### config.mk
export PLATFORM = sky130hd
export DESIGN_NAME = half_duplex_uart_framer_top
export DESIGN_NICKNAME = d
export VERILOG_FILES = /design/src/hdl/hufr_pkg.sv /design/src/hdl/half_duplex_uart_framer_top.sv /design/src/hdl/hufr_csr.sv /design/src/hdl/hufr_engine.sv
export SDC_FILE = /design/constraint.sdc
export NUM_CORES = 1
export LEC_CHECK = 0
export BUFFER_PORTS_ARGS = -buffer_cell sky130_fd_sc_hd__buf_2
export CAP_MARGIN = 10
export CORE_ASPECT_RATIO = 1.4
export CORE_MARGIN = 10
export CORE_UTILIZATION = 56
export CTS_BUF_LIST = sky130_fd_sc_hd__clkbuf_8
export CTS_CLUSTER_SIZE = 24
export DETAILED_ROUTE_END_ITERATION = 6
export PLACE_DENSITY = 0.77
export SYNTH_ARGS = -nofsm -noshare
export SYNTH_HDL_FRONTEND = slang
export SYNTH_SLANG_ARGS = --single-unit
export TNS_END_PERCENT = 1
### constraint.sdc
create_clock -name clock -period 4.6 [get_ports clock]
set_clock_uncertainty 0.2 [all_clocks]
set_input_delay 1.38 -clock clock [delete_from_list [all_inputs] [get_ports clock]]
set_output_delay 1.38 -clock clock [all_outputs]
set_load 0.1 [all_outputs]
### src/hdl/hufr_pkg.sv
// Shared types, codes and constants for the half-duplex UART framer.
package hufr_pkg;

   // Frame geometry
   localparam int unsigned DATA_BITS  = 8;
   localparam int unsigned BYTE_W     = 8;
   localparam int unsigned BIT_IDX_W  = 4;

   // Register widths
   localparam int unsigned PERIOD_W   = 16;
   localparam int unsigned TIMEOUT_W  = 24;
   localparam int unsigned PKT_LEN_W  = 5;
   localparam int unsigned CSR_IDX_W  = 2;
   localparam int unsigned CSR_DATA_W = 24;

   // Stream payload widths
   localparam int unsigned REQ_DATA_W = 16;
   localparam int unsigned RSP_DATA_W = 16;
   localparam int unsigned RSP_USER_W = 2;

   // Register reset values
   localparam logic [PERIOD_W-1:0]  PERIOD_RESET  = PERIOD_W'(104);
   localparam logic [TIMEOUT_W-1:0] TIMEOUT_RESET = TIMEOUT_W'(100000);
   localparam logic [PKT_LEN_W-1:0] PKT_LEN_RESET = PKT_LEN_W'(8);

   // Command codes
   localparam logic [1:0] CMD_TICK = 2'd0;
   localparam logic [1:0] CMD_SEND = 2'd1;
   localparam logic [1:0] CMD_RECV = 2'd2;

   // Receive status codes
   localparam logic [1:0] STS_OK           = 2'd0;
   localparam logic [1:0] STS_START_TMOUT  = 2'd1;
   localparam logic [1:0] STS_STOP_TMOUT   = 2'd2;

   // Register indexes
   localparam logic [CSR_IDX_W-1:0] CSR_BIT_PERIOD = 2'd0;
   localparam logic [CSR_IDX_W-1:0] CSR_TIMEOUT    = 2'd1;
   localparam logic [CSR_IDX_W-1:0] CSR_PKT_BYTES  = 2'd2;

   typedef struct packed {
      logic [PERIOD_W-1:0]  bit_period;
      logic [TIMEOUT_W-1:0] timeout;
      logic [PKT_LEN_W-1:0] pkt_bytes;
   } cfg_type;

   typedef struct packed {
      logic [1:0]        command;
      logic [BYTE_W-1:0] tx_byte;
      logic              tx_end_of_packet;
      logic              rx_level;
   } item_type;

   typedef struct packed {
      logic              tx_level;
      logic              busy_res;
      logic [BYTE_W-1:0] rx_byte;
      logic              rx_byte_valid;
      logic              rx_last;
      logic [1:0]        rx_status;
      logic              rx_status_valid;
   } result_type;

endpackage

### src/hdl/half_duplex_uart_framer_top.sv
// Top level of the half-duplex UART framer: stream ports, pipeline registers.
//
//   Channel  Dir  Handshake                Payload
//   req_     in   req_tvalid/req_tready    tuser command, tdata tx_byte/rx_level, tlast eop
//   rsp_     out  rsp_tvalid/rsp_tready    tdata line/busy/byte/status, tuser flags, tlast
//   csr_     in   csr_valid/csr_ready      csr_index, csr_data
//
// Each transfer is one tick; one transfer is taken per cycle while a stalled result does not hold the input.
// The tick is worked out between the input register and the result register.
// Reset puts the framer idle with the line high and the registers at defaults.
// A stalled result holds both stages; the input register frees when the result moves.
module half_duplex_uart_framer_top (
   input  logic                            clock,
   input  logic                            reset,
   input  logic                            req_tvalid,
   output logic                            req_tready,
   // [7:0] tx_byte, [8] rx_level, [15:9] zero
   input  logic [hufr_pkg::REQ_DATA_W-1:0] req_tdata,
   // [1:0] command
   input  logic [1:0]                      req_tuser,
   input  logic                            req_tlast,
   output logic                            rsp_tvalid,
   input  logic                            rsp_tready,
   // [0] tx_level, [1] busy_res, [9:2] rx_byte, [11:10] rx_status, [15:12] zero
   output logic [hufr_pkg::RSP_DATA_W-1:0] rsp_tdata,
   // [0] rx_byte_valid, [1] rx_status_valid
   output logic [hufr_pkg::RSP_USER_W-1:0] rsp_tuser,
   output logic                            rsp_tlast,
   input  logic                            csr_valid,
   output logic                            csr_ready,
   input  logic [hufr_pkg::CSR_IDX_W-1:0]  csr_index,
   input  logic [hufr_pkg::CSR_DATA_W-1:0] csr_data
);
   import hufr_pkg::*;

   cfg_type    cfg;
   item_type   item_ff, item_in;
   result_type result;
   result_type out_ff;
   logic       in_valid_ff, in_valid_in;
   logic       out_valid_ff, out_valid_in;
   logic       advance;
   logic       req_xfer;

   // Move the held item into the result stage when it is free
   assign advance    = in_valid_ff && (!out_valid_ff || rsp_tready);
   assign req_tready = !in_valid_ff || advance;
   assign req_xfer   = req_tvalid && req_tready;
   assign csr_ready  = 1'b1;

   always_comb begin
      item_in.command          = req_tuser;
      item_in.tx_byte          = req_tdata[BYTE_W-1:0];
      item_in.tx_end_of_packet = req_tlast;
      item_in.rx_level         = req_tdata[BYTE_W];
      in_valid_in  = req_xfer ? 1'b1 : (advance ? 1'b0 : in_valid_ff);
      out_valid_in = advance ? 1'b1 : (rsp_tready ? 1'b0 : out_valid_ff);
   end

   hufr_csr u_csr (
      .clock    (clock),
      .reset    (reset),
      .wr_en    (csr_valid),
      .wr_index (csr_index),
      .wr_data  (csr_data),
      .cfg      (cfg)
   );

   hufr_engine u_engine (
      .clock  (clock),
      .reset  (reset),
      .step   (advance),
      .cfg    (cfg),
      .item   (item_ff),
      .result (result)
   );

   // Input and result stage registers
   always_ff @(posedge clock) begin
      if (reset) begin
         in_valid_ff  <= 1'b0;
         out_valid_ff <= 1'b0;
      end else begin
         in_valid_ff  <= in_valid_in;
         out_valid_ff <= out_valid_in;
      end
      if (req_xfer)
         item_ff <= item_in;
      if (advance)
         out_ff <= result;
   end

   assign rsp_tvalid = out_valid_ff;
   assign rsp_tdata  = {(RSP_DATA_W-12)'(0), out_ff.rx_status, out_ff.rx_byte,
                        out_ff.busy_res, out_ff.tx_level};
   assign rsp_tuser  = {out_ff.rx_status_valid, out_ff.rx_byte_valid};
   assign rsp_tlast  = out_ff.rx_last;

endmodule

### src/hdl/hufr_csr.sv
// Configuration registers of the UART framer.
module hufr_csr (
   input  logic                            clock,
   input  logic                            reset,
   input  logic                            wr_en,
   input  logic [hufr_pkg::CSR_IDX_W-1:0]  wr_index,
   input  logic [hufr_pkg::CSR_DATA_W-1:0] wr_data,
   output hufr_pkg::cfg_type               cfg
);
   import hufr_pkg::*;

   cfg_type cfg_ff, cfg_in;

   // Decode a write; unknown indexes leave everything unchanged
   always_comb begin
      cfg_in = cfg_ff;
      if (wr_en) begin
         unique case (wr_index)
            CSR_BIT_PERIOD: cfg_in.bit_period = wr_data[PERIOD_W-1:0];
            CSR_TIMEOUT:    cfg_in.timeout    = wr_data[TIMEOUT_W-1:0];
            CSR_PKT_BYTES:  cfg_in.pkt_bytes  = wr_data[PKT_LEN_W-1:0];
            default:        cfg_in = cfg_ff;
         endcase
      end
   end

   always_ff @(posedge clock) begin
      if (reset) begin
         cfg_ff.bit_period <= PERIOD_RESET;
         cfg_ff.timeout    <= TIMEOUT_RESET;
         cfg_ff.pkt_bytes  <= PKT_LEN_RESET;
      end else begin
         cfg_ff <= cfg_in;
      end
   end

   assign cfg = cfg_ff;

endmodule

### src/hdl/hufr_engine.sv
// Framer state machine: one tick of transmit or receive work per transfer.
module hufr_engine (
   input  logic                 clock,
   input  logic                 reset,
   input  logic                 step,
   input  hufr_pkg::cfg_type    cfg,
   input  hufr_pkg::item_type   item,
   output hufr_pkg::result_type result
);
   import hufr_pkg::*;

   typedef enum logic [2:0] {
      PH_IDLE,
      PH_TX,
      PH_WAIT_START,
      PH_START_DELAY,
      PH_DATA,
      PH_WAIT_STOP,
      PH_STOP_DELAY
   } phase_type;

   phase_type             phase_ff, phase_in;
   logic [PERIOD_W-1:0]   bit_timer_ff, bit_timer_in;
   logic [TIMEOUT_W-1:0]  wait_timer_ff, wait_timer_in;
   logic [BIT_IDX_W-1:0]  bit_index_ff, bit_index_in;
   logic [BYTE_W-1:0]     shift_ff, shift_in;
   logic [PKT_LEN_W-1:0]  byte_count_ff, byte_count_in;
   logic                  pkt_end_ff, pkt_end_in;

   logic [PERIOD_W-1:0]   period;
   logic [PKT_LEN_W-1:0]  pkt_len;
   logic                  is_wait;
   logic                  found;
   logic [PERIOD_W-1:0]   timer_base;
   logic [PERIOD_W:0]     timer_sum;
   logic                  period_end;
   logic [BIT_IDX_W-1:0]  bit_index_inc;
   logic [BIT_IDX_W-1:0]  tx_last_index;
   logic [2:0]            tx_sel;
   logic [PKT_LEN_W-1:0]  next_count;
   logic                  do_stop;

   // Zero-valued bit-period and packet-length registers act as one
   assign period  = (cfg.bit_period == '0) ? PERIOD_W'(1) : cfg.bit_period;
   assign pkt_len = (cfg.pkt_bytes == '0) ? PKT_LEN_W'(1) : cfg.pkt_bytes;

   always_comb begin
      phase_in      = phase_ff;
      bit_timer_in  = bit_timer_ff;
      wait_timer_in = wait_timer_ff;
      bit_index_in  = bit_index_ff;
      shift_in      = shift_ff;
      byte_count_in = byte_count_ff;
      pkt_end_in    = pkt_end_ff;
      result        = '0;
      do_stop       = 1'b0;
      next_count    = '0;
      tx_sel        = '0;
      tx_last_index = '0;

      // Start a command only from idle
      if (phase_ff == PH_IDLE) begin
         if (item.command == CMD_SEND) begin
            phase_in     = PH_TX;
            shift_in     = item.tx_byte;
            pkt_end_in   = item.tx_end_of_packet;
            bit_index_in = '0;
            bit_timer_in = '0;
         end else if (item.command == CMD_RECV) begin
            phase_in      = PH_WAIT_START;
            byte_count_in = '0;
            wait_timer_in = '0;
            bit_timer_in  = '0;
         end
      end
      result.busy_res = (phase_in != PH_IDLE);
      result.tx_level = 1'b1;

      // One shared bit-period counter step; a found level restarts the period
      is_wait    = (phase_in == PH_WAIT_START) || (phase_in == PH_WAIT_STOP);
      found      = (phase_in == PH_WAIT_START) ? !item.rx_level : item.rx_level;
      timer_base = (is_wait && found) ? '0 : bit_timer_in;
      timer_sum  = {1'b0, timer_base} + (PERIOD_W+1)'(1);
      period_end = (timer_sum >= {1'b0, period});
      bit_index_inc = bit_index_in + BIT_IDX_W'(1);

      unique case (phase_in)
         PH_IDLE: begin
            result.tx_level = 1'b1;
         end
         PH_TX: begin
            // Drive start bit, data bits LSB first, then stop level
            tx_sel = 3'(bit_index_in - BIT_IDX_W'(1));
            if (bit_index_in == '0)
               result.tx_level = 1'b0;
            else if (bit_index_in <= BIT_IDX_W'(DATA_BITS) &&
                     bit_index_in <= BIT_IDX_W'(BYTE_W))
               result.tx_level = shift_in[tx_sel];
            else if (bit_index_in <= BIT_IDX_W'(DATA_BITS))
               result.tx_level = 1'b0;
            tx_last_index = pkt_end_in ? BIT_IDX_W'(DATA_BITS + 2)
                                       : BIT_IDX_W'(DATA_BITS + 1);
            if (period_end) begin
               bit_timer_in = '0;
               bit_index_in = bit_index_inc;
               if (bit_index_inc > tx_last_index) begin
                  bit_index_in = '0;
                  phase_in     = PH_IDLE;
               end
            end else begin
               bit_timer_in = timer_sum[PERIOD_W-1:0];
            end
         end
         PH_WAIT_START, PH_WAIT_STOP: begin
            if (found) begin
               wait_timer_in = '0;
               if (phase_in == PH_WAIT_START) begin
                  shift_in     = '0;
                  bit_index_in = '0;
                  if (period_end) begin
                     bit_timer_in = '0;
                     phase_in     = PH_DATA;
                  end else begin
                     bit_timer_in = timer_sum[PERIOD_W-1:0];
                     phase_in     = PH_START_DELAY;
                  end
               end else begin
                  phase_in = PH_STOP_DELAY;
                  do_stop  = 1'b1;
               end
            end else if (wait_timer_in >= cfg.timeout) begin
               // Abort the packet on timeout
               result.rx_status = (phase_in == PH_WAIT_START) ? STS_START_TMOUT
                                                              : STS_STOP_TMOUT;
               result.rx_status_valid = 1'b1;
               wait_timer_in = '0;
               phase_in      = PH_IDLE;
            end else begin
               wait_timer_in = wait_timer_in + TIMEOUT_W'(1);
            end
         end
         PH_START_DELAY: begin
            if (period_end) begin
               bit_timer_in = '0;
               phase_in     = PH_DATA;
            end else begin
               bit_timer_in = timer_sum[PERIOD_W-1:0];
            end
         end
         PH_DATA: begin
            // Sample on the first tick of each data bit period
            if (bit_timer_in == '0 && bit_index_in < BIT_IDX_W'(BYTE_W))
               shift_in[bit_index_in[2:0]] = shift_in[bit_index_in[2:0]] | item.rx_level;
            if (period_end) begin
               bit_timer_in = '0;
               bit_index_in = bit_index_inc;
               if (bit_index_inc >= BIT_IDX_W'(DATA_BITS)) begin
                  bit_index_in         = '0;
                  result.rx_byte       = shift_in;
                  result.rx_byte_valid = 1'b1;
                  result.rx_last       = ({1'b0, byte_count_in} + (PKT_LEN_W+1)'(1))
                                         >= {1'b0, pkt_len};
                  wait_timer_in        = '0;
                  phase_in             = PH_WAIT_STOP;
               end
            end else begin
               bit_timer_in = timer_sum[PERIOD_W-1:0];
            end
         end
         PH_STOP_DELAY: begin
            do_stop = 1'b1;
         end
         default: begin
            phase_in = PH_IDLE;
         end
      endcase

      // Finish the stop bit period, then next byte or end of packet
      if (do_stop) begin
         if (period_end) begin
            bit_timer_in = '0;
            next_count   = byte_count_in + PKT_LEN_W'(1);
            if (next_count >= pkt_len) begin
               byte_count_in          = '0;
               result.rx_status       = STS_OK;
               result.rx_status_valid = 1'b1;
               phase_in               = PH_IDLE;
            end else begin
               byte_count_in = next_count;
               wait_timer_in = '0;
               phase_in      = PH_WAIT_START;
            end
         end else begin
            bit_timer_in = timer_sum[PERIOD_W-1:0];
         end
      end
   end

   // Hold state; advance only when the item is consumed
   always_ff @(posedge clock) begin
      if (reset) begin
         phase_ff      <= PH_IDLE;
         bit_timer_ff  <= '0;
         wait_timer_ff <= '0;
         bit_index_ff  <= '0;
         shift_ff      <= '0;
         byte_count_ff <= '0;
         pkt_end_ff    <= 1'b0;
      end else if (step) begin
         phase_ff      <= phase_in;
         bit_timer_ff  <= bit_timer_in;
         wait_timer_ff <= wait_timer_in;
         bit_index_ff  <= bit_index_in;
         shift_ff      <= shift_in;
         byte_count_ff <= byte_count_in;
         pkt_end_ff    <= pkt_end_in;
      end
   end

endmodule
==> results.cfg, run 1 <==
[critical_path]
critical_path.slowest_cell = edfxtp_1
reg2reg_to = u_engine.wait_timer_ff[12]$_SDFFE_PP0P_
reg2reg_setup_slack_ns = -0.04
path_common_cell = ha_4
crit_required_ns = 4.76
critPathCaptureType = flip-flop
path_cells = nor2b_4, o21ai_4, ha_4, nand2_4, o211ai_4, and3_4, ha_4, nand3_4, nor2_4, nand4_1, nor2_2, xnor2_1, nor2_1, ha_1, o21ai_2, o22ai_1, nor4_1, a211o_2, a211o_4, inv_6, o22ai_2, a31o_2, a32o_1
crit_path_max_incr_delay_ns = 0.43
timing_worst_setup_path_type = flip-flop to flip-flop
reg2reg_depth = 23
r2r_start = item_ff[10]$_DFFE_PP_
critPathArrivalTime_ns = 4.79
path_max_fanout = 6
worst_setup_path_start_kind = flip-flop

[timing]
setup_slack_ns = -0.0355
fmax_mhz = 216
layout_min_cycle_time_ns = 4.64
slew_headroom = 0.392
finalSetupViolCount = 2
rsz0062_at_grt = yes
hold_violations = 0
drv_slew = 0
period_share = 1.01
worst_slew_pin_slew_ns = 0.912

[floorplan]
die_x_um = 123
core-area_um2 = 14500
num_rows = 52
dieArea_um2 = 20200
fp.dieH_um = 164
boundaryPins = 72
start_util = 0.572

[clocking]
numCtsBuffers = 17
h-tree-depth = 4
cts.sinks = 135
cts_buffer_depth = 2
clk_latency_ns = 0.46
cts_tree = done
clk_pin_slew_worst_paths_ns = 0.08
cts_root_buffer = clkbuf_8

[run]
cap_violations = 0

[synthesis]
synth-edff-count = 27
synth_area_per_cell_um2 = 7.90
synth_top_area_share = 0.260
yosys_warnings = 0
synthTopCellsByArea = dfxtp_1 26%, edfxtp_1 9.8%, ha_1 8.0%, nand2_1 6.8%, nor2_1 4.7%
synth_area_um2 = 8310
synthTopCellsByCount = 151 x nand2_1, 108 x dfxtp_1, 105 x nor2_1
yosysSeqAreaShare = 0.358
async_flop_share = 0
yosys.area.top_type = dfxtp_1
syn_inst = 1051
synth_flop_cell = dfxtp_1
ys_seq_elements = 135
yosys.cell_types.count = 72
synth_most_common_cell = nand2_1

[cells_and_area]
nFillCells = 1197
multi_input_area_um2 = 5210
drive_above_1_share = 0.205
area_delta_synth_final_pct = 20.6
seq_area_um2 = 2970
diodes = 0
nets = 1254

[power_and_ir_drop]
power.share.sequential = 0.445
clkPwrFrac = 0.377
power.switching_uw = 845
p_sw_frac = 0.297
total_power_mw = 2.85
power.leakage_nw = 3.96
vdd_drop_max_v = 0.000234
p_comb_frac = 0.178
p_per_area_nw_per_um2 = 284
p_int_mw = 2.00

[detailed_routing]
drc = 0
drtIter0Drc = 747
vias_per_cell = 6.01
detail-route-antenna-nets = 0
wirelength_um = 23100
wire_per_inst_um = 17.1
via_count = 8121
firstDrtPassIters = 5

[worst_hold_path]
min_path_cells = 2
whs_endpoint = u_engine.wait_timer_ff[22]$_SDFFE_PP0P_
hold_class = flip-flop to flip-flop
min_from = u_engine.wait_timer_ff[22]$_SDFFE_PP0P_

[global_routing]
gr-usage-all-layers = 0.231
gr-total-overflow = 0
first_global_vias = 8019
grt_max_degree = 83
grt_pass1_wl_um = 38100
antenna_found_initial = 0

[outcome]
status = finished, violations left
failed_checks = negative setup slack

[placement]
dp_hpwl_um = 16200
gp_congestion = 0.944
io_buffer_count = 59
dp_slack_ns = -0.208
cell families after synthesis:
family	Yosys count	share of synthesized area
buf+inv	125	0.0595
simple gates	427	0.241
compound gates	268	0.213
fa+ha+maj	53	0.0798
other cells	2	0.000904
mux	20	0.0261
xor+xnor	21	0.0221
flops	135	0.358
how the worst max path moves through the flow:
stage	from	to	slack, ns	cells after the start
3_3_place_gp	item_ff[10]$_DFFE_PP_	u_engine.wait_timer_ff[9]$_SDFFE_PP0P_	-0.06	22
5_1_grt	item_ff[10]$_DFFE_PP_	u_engine.wait_timer_ff[12]$_SDFFE_PP0P_	-0.25	23
4_1_cts	item_ff[10]$_DFFE_PP_	u_engine.wait_timer_ff[12]$_SDFFE_PP0P_	-0.04	23
2_1_floorplan	item_ff[10]$_DFFE_PP_	u_engine.wait_timer_ff[12]$_SDFFE_PP0P_	0.003	23
6_report	item_ff[10]$_DFFE_PP_	u_engine.wait_timer_ff[12]$_SDFFE_PP0P_	-0.04	23
3_5_place_dp	item_ff[10]$_DFFE_PP_	u_engine.phase_ff[1]$_SDFFE_PP0P_	-0.21	22
stage by stage:
stage                     hold WS [ns]   util  TNS, ns  cells  area [um2]
after floorplan                  0.218      -        0   1054        8370
after global placement           0.226  0.631   -0.171   1307        9160
after detailed placement         0.243  0.631    -2.19   1307        9160
after CTS                        0.253  0.671  -0.0523   1349        9740
after global routing             0.280  0.690    -8.92   1351       10000
final                            0.248  0.690  -0.0393   1351       10000
what timing repair did:
item / CTS / global route
gates resized for setup: 20 / 65
setup endpoints to repair: 56 / 64
hold buffers: 0 / 0
pin swaps: 15 / 37
setup buffers: 12 / 4
flip-flops by register name (all words and copies together) (netlist names), 2 cells and up:
| signal | cells |
|---|---|
| u_csr.cfg | 45 |
| u_engine.bit_index_ff | 4 |
| u_engine.shift_ff | 8 |
| u_engine.bit_timer_ff | 16 |
| u_engine.phase_ff | 3 |
| item_ff | 12 |
| u_engine.byte_count_ff | 5 |
| u_engine.wait_timer_ff | 24 |
| rsp_tdata | 12 |
| rsp_tuser | 2 |
power by group through the flow:
stage / clock [mW] / combinational [mW] / sequential (mW)
6_report: 1.07 / 0.507 / 1.27
5_1_grt: 1.14 / 0.549 / 1.27
4_1_cts: 1.08 / 0.481 / 1.27
3_5_place_dp: 0 / 0.470 / 1.29
3_3_place_gp: 0 / 0.462 / 1.29
2_1_floorplan: 0 / 0.286 / 1.33
worst max-delay path: cells and delay by family, from the launching register on:
family / cells / cell delay (ns)
compound gates: 9 / 1.70
simple gates: 9 / 1.20
fa+ha+maj: 3 / 0.75
flops: 1 / 0.43
xor+xnor: 1 / 0.13
buf+inv: 1 / 0.09
layout by cell type, fill, tap and decap left out, types with 9 or more instances in the layout:
cell,instances
a211oi_1,17
a21oi_1,70
a22oi_1,19
a31oi_1,11
and2_1,23
and3_1,10
buf_2,59
buf_4,69
clkbuf_8,17
dfxtp_1,108
edfxtp_1,27
ha_1,51
inv_1,68
mux2i_1,16
nand2_1,150
nand2b_1,11
nand3_1,36
nand4_1,12
nor2_1,94
nor3_1,16
nor4_1,11
o21ai_0,37
o21ai_1,11
or3_1,9
xnor2_1,11
xor2_1,10
cell type report:
| cell class | instances | share of cell area |
|---|---|---|
| timing repair buffer | 137 | 0.0934 |
| sequential | 135 | 0.297 |
| tap | 189 | 0.0236 |
| multi-input combinational | 794 | 0.520 |
| clock inverter | 13 | 0.0180 |
| inverter | 66 | 0.0252 |
| clock buffer | 17 | 0.0234 |
metal layers:
layer / track usage / up-vias / wire [um]
met5: 0 / - / 0
li1: - / 3964 / -
met1: 0.271 / 3772 / 9360
met4: 0.127 / 0 / 849
met2: 0.387 / 314 / 11400
met3: 0.0416 / 71 / 1460
Power figures use the tool's default switching activity.
==> run 2: changes to the inputs <==
==> constraint.sdc (replaced) <==
create_clock -name clock -period 4.6 [get_ports clock]
set_clock_uncertainty 0.2 [all_clocks]
set_input_delay 0.46 -clock clock [delete_from_list [all_inputs] [get_ports clock]]
set_output_delay 0.46 -clock clock [all_outputs]
set_load 0.1 [all_outputs]
==> run 2 against run 1 <==
  * The run ends with design-rule violations, negative setup slack left
  * Largest power group unchanged
  * Sequential power barely moved
  * Maximum frequency shrank 4.1%
  * Count of clock-buffer cells in the layout increased by 1
  * Sequential share of layout area hardly changed
  * Highest routed layer unchanged
  * Via count grew 0.84%
  * Largest cell class unchanged
  * Final cell count up 0.67%
  * Setup slack got worse by 0.20 ns
==> results.cfg, run 2 (synthesized netlist as in run 1, its figures left out) <==
[outcome]
status = finished, violations left
failed_checks = design-rule violations, negative setup slack

[global_routing]
antenna_found_initial = 0
first_global_vias = 7756
gr-usage-all-layers = 0.224
gr-total-overflow = 0
grt_pass1_wl_um = 37000
grt_max_degree = 84

[floorplan]
start_util = 0.572
dieArea_um2 = 20200
fp.dieH_um = 164
die_x_um = 123
num_rows = 52
core-area_um2 = 14500
boundaryPins = 72

[detailed_routing]
vias_per_cell = 6.02
detail-route-antenna-nets = 0
via_count = 8189
wirelength_um = 22900
wire_per_inst_um = 16.8
drc = 1
firstDrtPassIters = 7
drtIter0Drc = 742

[placement]
io_buffer_count = 59
dp_hpwl_um = 16000
gp_congestion = 0.938

[cells_and_area]
nets = 1262
diodes = 0
mostFrequentLayoutCell = nand2_1
layout_common_cells = 149 x nand2_1, 108 x dfxtp_1, 97 x nor2_1, 76 x a21oi_1, 67 x inv_1
area_delta_synth_final_pct = 20.5
largest_reg_flops = 45
nFillCells = 1188
drive_above_1_share = 0.190

[critical_path]
r2r_start = item_ff[10]$_DFFE_PP_
reg2reg_to = u_engine.wait_timer_ff[12]$_SDFFE_PP0P_
path_max_fanout = 7
critPathArrivalTime_ns = 4.98
timing_worst_setup_path_type = flip-flop to flip-flop
crit_required_ns = 4.75
reg2reg_setup_slack_ns = -0.23
reg2reg_depth = 24
critPathCaptureType = flip-flop
critPathLaunch = item_ff[10]$_DFFE_PP_
crit_path_end = u_engine.wait_timer_ff[12]$_SDFFE_PP0P_
worst_setup_path_start_kind = flip-flop

[power_and_ir_drop]
power.leakage_nw = 3.94
vdd_drop_max_v = 0.000231
p_per_area_nw_per_um2 = 279

[timing]
layout_min_cycle_time_ns = 4.83
fmax_mhz = 207
setup_slack_ns = -0.233
rsz0062_at_grt = yes
tns_ns = -4.44
drv_slew = 0
hold_violations = 0
fin_hold_ws_ns = 0.0241
slew_headroom = 0.386
period_share = 1.05
finalSetupViolCount = 40
worst_slew_pin_slew_ns = 0.921

[clocking]
cts_buffer_depth = 2
clk_pin_slew_worst_paths_ns = 0.08
cts_root_buffer = clkbuf_8
clk_latency_ns = 0.45
numCtsBuffers = 17
cts_tree = done
h-tree-depth = 4
cts.sinks = 135

[run]
cap_violations = 0

[worst_hold_path]
hold_class = primary input to flip-flop
run 2: cell types whose count changed in the layout (fill, tap and decap cells not counted), moves of 2 or more:
cell / change
inv_6: -3
clkinvlp_4: +2
nand2_2: +2
clkinv_4: +2
nor2_1: +3
a21oi_1: +6
dlygate4sd3_1: +14
buf_4: -4
a31oi_1: +2
a21oi_2: -5
nor2_2: -2
o21ai_1: -3
o21ai_0: +2
run 2: area by class of cell:
class                           count  area [um2]  share of cell area
Multi-Input combinational cell    794        5130               0.512
Inverter                           66         253              0.0252
Tap cell                          189         236              0.0236
Clock buffer                       18         248              0.0247
Sequential cell                   135        2970               0.297
Clock inverter                     13         158              0.0157
Timing Repair Buffer              145        1010               0.101
run 2: through the flow:
stage | area (um2) | instances | util | setup slack (ns) | power, mW
after global routing | 10000 | 1360 | 0.690 | -0.382 | 2.90
final | 10000 | 1360 | 0.690 | -0.233 | 2.80
after global placement | 9100 | 1301 | 0.627 | -0.224 | 1.74
after detailed placement | 9100 | 1301 | 0.627 | -0.393 | 1.75
after floorplan | 8370 | 1054 | - | 0.00334 | 1.61
after CTS | 9760 | 1352 | 0.673 | -0.0188 | 2.79
run 2: per-layer routing:
| layer | up-vias | GRT usage | part of all wire |
|---|---|---|---|
| met5 | - | 0 | 0 |
| met4 | 0 | 0.0865 | 0.026 |
| met3 | 61 | 0.0543 | 0.071 |
| met2 | 330 | 0.378 | 0.49 |
| met1 | 3820 | 0.265 | 0.41 |
| li1 | 3978 | - | - |
run 2: where the power goes:
part	switching [mW]	total, mW	internal (mW)
registers	0.0247	1.27	1.24
clock network	0.484	1.03	0.545
logic	0.327	0.502	0.175
run 2: how the worst min path moves through the flow:
stage | start | endpoint | slack (ns) | cells after the start
2_1_floorplan | u_engine.wait_timer_ff[18]$_SDFFE_PP0P_ | u_engine.wait_timer_ff[18]$_SDFFE_PP0P_ | 0.22 | 1
3_3_place_gp | u_engine.wait_timer_ff[18]$_SDFFE_PP0P_ | u_engine.wait_timer_ff[18]$_SDFFE_PP0P_ | 0.23 | 1
3_5_place_dp | u_engine.wait_timer_ff[18]$_SDFFE_PP0P_ | u_engine.wait_timer_ff[18]$_SDFFE_PP0P_ | 0.24 | 1
4_1_cts | csr_data[15] | u_csr.cfg[20]$_SDFFE_PP1P_ | 0.006 | 3
5_1_grt | csr_data[15] | u_csr.cfg[20]$_SDFFE_PP1P_ | 0.01 | 3
6_report | csr_data[15] | u_csr.cfg[20]$_SDFFE_PP1P_ | 0.02 | 3
run 2: critical path: stages (launching register included):
cell	delay, ns
edfxtp_1	0.44
nor2b_4	0.18
o21ai_4	0.09
ha_4	0.28
nand2_2	0.05
o211ai_2	0.09
and3_4	0.24
ha_4	0.16
nand3_4	0.09
nor2_4	0.12
nand4_1	0.20
nor2_1	0.20
xnor2_1	0.15
nor2_1	0.10
ha_1	0.34
o21ai_2	0.07
o22ai_1	0.18
nor4_1	0.08
a211o_1	0.36
buf_6	0.16
a211o_4	0.35
inv_6	0.10
o22ai_4	0.06
a31o_2	0.25
a32o_1	0.19
run 2: repair_timing:
| action | CTS | global route |
|---|---|---|
| buffers inserted | 6 | 8 |
| gates resized for setup | 16 | 47 |
| hold buffers | 14 | 0 |
| hold endpoints to repair | 14 | 0 |
| pin swaps | 15 | 33 |
| setup endpoints to repair | 48 | 63 |
